<file path="config.mk">
export PLATFORM = sky130hd
export DESIGN_NAME = clc_ctrl
export DESIGN_NICKNAME = d
export VERILOG_FILES = /design/src/sv/clc_pkg.sv /design/src/sv/clc_ctrl.sv
export VERILOG_INCLUDE_DIRS = /design/src /design/src/sv
export SDC_FILE = /design/constraint.sdc
export NUM_CORES = 1
export LEC_CHECK = 0
export ABC_AREA = 1
export BUFFER_PORTS_ARGS = -buffer_cell sky130_fd_sc_hd__buf_2
export CORE_MARGIN = 3
export CORE_UTILIZATION = 30
export DETAILED_ROUTE_END_ITERATION = 8
export GPL_ROUTABILITY_DRIVEN = 0
export GPL_TIMING_DRIVEN = 0
export PLACE_DENSITY = 0.59
export SYNTH_ARGS = -nofsm -noshare
export SYNTH_HDL_FRONTEND = slang
export SYNTH_SLANG_ARGS = --single-unit
</file>
<file path="constraint.sdc">
create_clock -name clk -period 1.5 [get_ports clk]
set_input_delay 0.075 -clock clk [delete_from_list [all_inputs] [get_ports clk]]
set_output_delay 0.075 -clock clk [all_outputs]
set_load 0.1 [all_outputs]
</file>
<file path="src/sv/assert_macros.svh">
// Assertion macros shared by the cluster core RTL.
// Each macro expects signals named clk and rst_n in the including module.
`ifndef ASSERT_MACROS_SVH
`define ASSERT_MACROS_SVH

// Same-cycle implication, disabled while reset is asserted.
`define CLC_ASSERT_IMP(label, ante, cons, msg) \
    label: assert property (@(posedge clk) disable iff (!rst_n) (ante) |-> (cons)) \
        else $error(msg);

// Next-cycle implication, disabled while reset is asserted.
`define CLC_ASSERT_NXT(label, ante, cons, msg) \
    label: assert property (@(posedge clk) disable iff (!rst_n) (ante) |=> (cons)) \
        else $error(msg);

`endif

</file>
<file path="src/sv/clc_pkg.sv">
// Package for the competitive learning cluster core: types, codes, constants.
// No dependencies; used by clc_ctrl, clc_datapath and the top level.
package clc_pkg;

    localparam int FEAT_W      = 4;
    localparam int MAX_DIM     = 16;
    localparam int IDX_W       = 3;
    localparam int S_TDATA_W   = 32;
    localparam int M_TDATA_W   = 56;

    localparam logic [15:0] ALPHA_INIT_RST   = 16'd32768;
    localparam logic [15:0] DECAY_RATE_RST   = 16'd62915;
    localparam logic [15:0] MIN_ALPHA_RST    = 16'd655;
    localparam logic [7:0]  EPOCH_LENGTH_RST = 8'd4;

    localparam logic [32:0] DIST_MAX   = 33'h1_FFFF_FFFF;
    localparam logic [15:0] ONE_Q15    = 16'h8000;
    localparam logic [1:0]  DRAIN_LAST = 2'd2;

    // Configuration register indexes
    localparam logic [1:0] REG_ALPHA_INIT   = 2'd0;
    localparam logic [1:0] REG_DECAY_RATE   = 2'd1;
    localparam logic [1:0] REG_MIN_ALPHA    = 2'd2;
    localparam logic [1:0] REG_EPOCH_LENGTH = 2'd3;

    typedef enum logic [1:0] {
        MODE_TRAIN    = 2'd0,
        MODE_CLASSIFY = 2'd1,
        MODE_LOAD     = 2'd2,
        MODE_RESTART  = 2'd3
    } mode_t;

    typedef enum logic [2:0] {
        ST_IDLE,
        ST_SCAN,
        ST_DRAIN,
        ST_UPDATE,
        ST_APPLY,
        ST_RESULT
    } state_t;

    typedef struct packed {
        mode_t       mode;
        logic [3:0]  feature_bits;
        logic [2:0]  cluster_index;
        logic [3:0]  dim_index;
        logic [15:0] weight_value;
    } in_item_t;

    typedef struct packed {
        logic             load_in;
        logic             scan_vld;
        logic [IDX_W-1:0] scan_idx;
        logic             do_update;
        logic             do_load;
        logic             do_restart;
    } cmd_t;

    typedef struct packed {
        mode_t mode;
        logic  active;
    } sts_t;

    typedef struct packed {
        logic [15:0] epochs_done;
        logic        learning_done;
        logic        weights_updated;
        logic [32:0] winner_distance;
        logic [2:0]  winner;
    } result_t;

    // Power-up weights: two starting clusters, everything else zero.
    function automatic logic [15:0] init_weight(input int c, input int j);
        logic [15:0] w;
        w = 16'd0;
        if (c == 0) begin
            case (j)
                0:       w = 16'd6553;
                1:       w = 16'd19660;
                2:       w = 16'd16384;
                3:       w = 16'd29491;
                default: w = 16'd0;
            endcase
        end else if (c == 1) begin
            case (j)
                0:       w = 16'd26214;
                1:       w = 16'd13107;
                2:       w = 16'd22937;
                3:       w = 16'd9830;
                default: w = 16'd0;
            endcase
        end
        return w;
    endfunction

    // Feature j of the item; positions past the input width read as zero.
    function automatic logic feature_at(input logic [FEAT_W-1:0] bits, input logic [3:0] j);
        logic [MAX_DIM-1:0] ext;
        ext = {{(MAX_DIM-FEAT_W){1'b0}}, bits};
        return ext[j];
    endfunction

endpackage

</file>
<file path="src/sv/clc_ctrl.sv">
// Controller state machine for the cluster core: sequences scan, update, apply.
// Depends on clc_pkg and assert_macros.svh.
`include "assert_macros.svh"

module clc_ctrl #(
    parameter int CLUSTERS = 2
) (
    input  logic              clk,
    input  logic              rst_n,
    input  logic              s_tvalid,
    input  clc_pkg::mode_t    in_mode,
    input  logic              out_free,
    input  clc_pkg::sts_t     sts,
    output logic              s_tready,
    output logic              out_load,
    output clc_pkg::cmd_t     cmd
);

    localparam int CIDX_W = $clog2(CLUSTERS);
    localparam int IW     = clc_pkg::IDX_W;
    localparam logic [CIDX_W-1:0] LAST_IDX = CIDX_W'(CLUSTERS - 1);

    clc_pkg::state_t   state_reg, state_next;
    logic [CIDX_W-1:0] scan_idx_reg, scan_idx_next;
    logic [1:0]        drain_reg, drain_next;

    always_ff @(posedge clk or negedge rst_n) begin
        if (!rst_n) begin
            state_reg    <= clc_pkg::ST_IDLE;
            scan_idx_reg <= '0;
            drain_reg    <= '0;
        end else begin
            state_reg    <= state_next;
            scan_idx_reg <= scan_idx_next;
            drain_reg    <= drain_next;
        end
    end

    always_comb begin
        state_next     = state_reg;
        scan_idx_next  = scan_idx_reg;
        drain_next     = drain_reg;
        s_tready       = 1'b0;
        out_load       = 1'b0;
        cmd            = '0;
        cmd.scan_idx   = IW'(scan_idx_reg);
        case (state_reg)
            clc_pkg::ST_IDLE: begin
                s_tready = 1'b1;
                if (s_tvalid) begin
                    cmd.load_in   = 1'b1;
                    scan_idx_next = '0;
                    if (in_mode == clc_pkg::MODE_TRAIN || in_mode == clc_pkg::MODE_CLASSIFY) begin
                        state_next = clc_pkg::ST_SCAN;
                    end else begin
                        state_next = clc_pkg::ST_APPLY;
                    end
                end
            end
            clc_pkg::ST_SCAN: begin
                cmd.scan_vld = 1'b1;
                if (scan_idx_reg == LAST_IDX) begin
                    drain_next = '0;
                    state_next = clc_pkg::ST_DRAIN;
                end else begin
                    scan_idx_next = scan_idx_reg + 1'b1;
                end
            end
            clc_pkg::ST_DRAIN: begin
                // wait for the last distance to reach the winner register
                if (drain_reg == clc_pkg::DRAIN_LAST) begin
                    if (sts.mode == clc_pkg::MODE_TRAIN && sts.active) begin
                        state_next = clc_pkg::ST_UPDATE;
                    end else begin
                        state_next = clc_pkg::ST_RESULT;
                    end
                end else begin
                    drain_next = drain_reg + 1'b1;
                end
            end
            clc_pkg::ST_UPDATE: begin
                cmd.do_update = 1'b1;
                state_next    = clc_pkg::ST_RESULT;
            end
            clc_pkg::ST_APPLY: begin
                cmd.do_load    = (sts.mode == clc_pkg::MODE_LOAD);
                cmd.do_restart = (sts.mode == clc_pkg::MODE_RESTART);
                state_next     = clc_pkg::ST_RESULT;
            end
            clc_pkg::ST_RESULT: begin
                if (out_free) begin
                    out_load   = 1'b1;
                    state_next = clc_pkg::ST_IDLE;
                end
            end
            default: begin
                state_next = clc_pkg::ST_IDLE;
            end
        endcase
    end

    `CLC_ASSERT_IMP(a_update_only_when_training, (state_reg == clc_pkg::ST_UPDATE), (sts.mode == clc_pkg::MODE_TRAIN && sts.active), "weight update outside an active training item")
    `CLC_ASSERT_IMP(a_scan_index_in_range, (state_reg == clc_pkg::ST_SCAN), (scan_idx_reg <= LAST_IDX), "scan index past last cluster")
    `CLC_ASSERT_NXT(a_result_held_until_room, (state_reg == clc_pkg::ST_RESULT && !out_free), (state_reg == clc_pkg::ST_RESULT), "result dropped while output stage full")

endmodule

</file>
=== After elaboration in Yosys (flattened, before gate mapping) ===
Index checks and enable logic that the tools add are counted.

* Add/sub/neg operators: 2
* Reduce and logical (&&, ||, !) cells: 11
* Equal/unequal tests: 14
* Muxes and demuxes: 21

{| class="wikitable"
|+ Operators by type and width
! kind !! count
|-
| $mux 3 || 6
|-
| $pmux 3 s5 || 1
|-
| $ne 2x2->1 const B || 5
|-
| $mux 1 || 9
|-
| $eq 2x2->1 const B || 3
|-
| $eq 3x2->1 const B || 2
|-
| $eq 3x3->1 const B || 2
|-
| $mux 2 || 3
|-
| $logic_not 2->1 || 2
|-
| $pmux 2 s2 || 1
|-
| $reduce_and 4->1 || 1
|-
| $reduce_bool 2->1 || 2
|-
| $eq 3x1->1 const B || 1
|-
| $logic_not 3->1 || 1
|-
| $reduce_and 3->1 || 1
|-
| $add 2x1->2 const B || 1
|-
| $eq 2x1->1 const B || 1
|-
| $pmux 1 s2 || 1
|-
| $reduce_and 2->1 || 1
|-
| $reduce_or 2->1 || 1
|-
| $add 1x1->1 const B || 1
|-
| $logic_and 1x1->1 || 1
|-
| $logic_or 1x1->1 || 1
|}

* Bits in registers: 6
* Word-level logic and storage cells: 51

=== Longest topological paths before layout ===
* Depth in word-level cells: 5
* Mapped depth: 8

=== Least setup slack after synthesis ===
OpenSTA, ideal clock, no wires.

* Path type: reg2out
* Start point: register state_reg[2]
* End point: output out_load
* Buffers on the path: 0
* Slack: -2005 ps
* Cell stages (with the launch flop): 3
* Required time: 1425 ps
* Arrival time: 3430 ps
* Cell sequence: dfrtp_1 inv_2 nor4_1

* Word-level cells in the longest chain between the ends: 2

{| class="wikitable"
|+ Ends and longest elaborated chain
! element !! RTL line !! RTL
|-
| from (decl) || clc_ctrl.sv:23 || <nowiki>clc_pkg::state_t state_reg, state_next;</nowiki>
|-
| from (signal assigned) || clc_ctrl.sv:29 || <nowiki>state_reg <= clc_pkg::ST_IDLE;</nowiki>
|-
| from (signal assigned) || clc_ctrl.sv:33 || <nowiki>state_reg <= state_next;</nowiki>
|-
| $eq 3x3->1 || clc_ctrl.sv:47 || <nowiki>case (state_reg)</nowiki>
|-
| $mux 1 || clc_ctrl.sv:47 ||
|-
| to (decl) || clc_ctrl.sv:15 || <nowiki>output logic out_load,</nowiki>
|}

No other way between the ends.

==> run_results.csv <==
group,metric,value,unit
timing,holdWs,0.173,ns
cts,cts.reportedPaths.clkPinSlew,0.04,ns
floorplanning,initial_core_util,33.8,%
critical_path,setup.worst_path.end_class,"output pin",
cts,clk_latency,0.25,ns
critical_path,slowest_stage,"dfrtp_2",
timing,hold_viol,0,
finish,syn_to_final_growth,55.3,%
placed_design,placed_area,611,sq um
floorplanning,pin_count,19,
drt,drc_errors,0,
critical_path,path_cells,"nor2_4 -> nand2_4 -> nor3_4 -> buf_12",
timing,grt_setup_unrepaired,"yes",
finish,fin_nets,102,
outcome,status,"complete, no violations",
drt,antenna_left,0,
critical_path,critical_path_required,1.42,ns
placed_design,hpwl,868,um
drt,wl_per_cell,10.3,um
yosys,yosysTopAreaCell,"dfrtp_1",
global_route,grt_pass1_wl,1.89,mm
timing,fmaxAchievable,693,MHz
critical_path,cp_data_arrival_time,1.37,ns
critical_path,critPathMaxFanout,5,
yosys,ys_top_cells_by_area,"dfrtp_1, nand2_1, inv_1",
finish,multiInputGateArea,300,sq um
yosys,synth_area,468,sq um
drt,vias,479,
yosys,synth-seq-cells,6,
critical_path,cp_num_buf_inv,1,
timing,final_max_slew_viol_count,0,
critical_path,crit_family,"simple AND/OR/NAND/NOR gates",
cts,numCtsBuffers,3,
floorplanning,die_w,45.5,um
global_route,antenna_found_initial,0,
cts,clockBufferDepth,2,
timing,fin_skew,0.00446,ns
cts,h-tree-depth,1,
finish,largest_reg_flops,3,
yosys,syn_inst,69,
floorplanning,num_rows,13,
yosys,avgSynthCellArea,6.78,sq um
cts,root_buffer,"clkbuf_4",
yosys,synth_seq_area_share,32.1,%
finish,layout-drive-gt1-share,47.8,%
timing,tns,0,ns
yosys,yosys_warnings,0,
finish,layout.area.seq,154,sq um
drt,wl_met1,469,um
placed_design,io_buffers,15,
drt,via_per_inst,4.56,
finish,finish.instance_area,727,sq um
timing,min_period,1.44,ns
floorplanning,die_h,45.5,um
finish,diodes,0,
critical_path,criticalPathCategory,"flip-flop to output pin",
worst_hold_path,hp-class,"primary input to asynchronous set/reset pin",
critical_path,r2r_cells,6,
drt,top_layer,"met4",
global_route,grt_max_degree,7,
yosys,ys_types,20,
timing,setup_viol,0,
drt,met2WireLength,514,um
global_route,first_global_vias,475,
global_route,gr-total-overflow,0,
drt,drtPass1Iterations,4,
yosys,yosysTopAreaCellShare,32.1,%
critical_path,slowest_delay,0.45,ns
run,maxCapViolations,0,
finish,fill_cells,133,
cts,cts_sinks,6,
floorplanning,dieArea,2070,sq um
drt,wl,1.08,mm
timing,period_share,96.2,%
drt,wl_met3,76,um
global_route,grt.total_usage,13.8,%
cts,cts_tree,"built",
critical_path,cp_num_cells,4,
drt,drt_iter0_markers,1,
floorplanning,fp.coreArea,1380,sq um
critical_path,start_kind,"flip-flop",
path summary, 6_finish.rpt:
kind | to | from | slack, ns
setup / recovery | cmd[0] | state_reg[1] | 0.06
hold / removal | scan_idx_reg | rst_n | 0.17
setup reg to reg | drain_reg[0] | state_reg[2] | 0.35
hold reg to reg | drain_reg[1] | drain_reg[1] | 0.48
max in group asynchronous | state_reg[2] | rst_n | 1.17
min in group clk | scan_idx_reg | s_tvalid | 0.19
per-stage QoR:
| step | util, % | instances | setup slack [ns] |
|---|---|---|---|
| floorplan | - | 70 | -0.194 |
| global placement | 44.2 | 100 | 0.0365 |
| detailed placement | 44.2 | 100 | 0.0372 |
| CTS | 50.2 | 104 | 0.0000833 |
| global route | 52.6 | 105 | -0.0265 |
| finish | 52.6 | 105 | 0.0570 |
layout make-up:
class / count / area share (%)
buffer: 4 / 4.13
sequential: 6 / 21.2
timing repair buffer: 17 / 20.7
clock buffer: 3 / 3.10
multi-input combinational: 47 / 41.3
inverter: 13 / 7.06
tap: 15 / 2.58
metal layers:
| layer | GRT usage [%] | up-vias |
|---|---|---|
| li1 | - | 251 |
| met1 | 14.4 | 213 |
| met2 | 19.8 | 13 |
| met3 | 8.30 | 2 |
| met4 | 10.5 | 0 |
| met5 | 0 | - |
logic make-up after synthesis:
logic type | Yosys count | share of synthesized area [%]
simple gates | 39 | 41.7
buf+inv | 17 | 16.8
flops | 6 | 32.1
compound gates | 5 | 5.88
fa+ha+maj | 1 | 2.67
other cells | 1 | 0.801
cells in the final DEF, fill, tap and decap left out, drive strengths merged:
cell,netlist,routed
nand3,7,7
inv,13,13
clkbuf,0,3
ha,1,1
nor2,7,7
conb,1,2
nand4,1,1
a21oi,1,1
o21bai,1,1
buf,4,20
dlygate4sd3,0,1
nor4,1,1
dfrtp,6,6
nor3,2,2
nand2,21,21
o21ai,3,3
cells in the mapped netlist:
cell type,count
nor2_4,1
nor4_1,1
a21oi_1,1
nand4_1,1
conb_1,1
o21bai_1,1
inv_2,3
nand2_1,18
nand3_1,5
ha_1,1
nor2_2,3
inv_1,10
nor3_1,2
buf_4,4
o21ai_1,2
nor2_1,3
nand3_2,2
nand2_2,3
dfrtp_1,6
o21ai_0,1
timing repair:
action / in CTS / in global routing
buffers inserted: 0 / 1
pin swaps: 0 / 2
gates cloned: 0 / 0
gates resized for setup: 16 / 8
hold buffers: 1 / 0
endpoints found under the hold margin: 6 / 0
endpoints found under the setup margin: 7 / 6
Power is left out: the tool's default activity adds up to more than one toggle a clock period on the data nets, which glitch-free logic cannot reach.
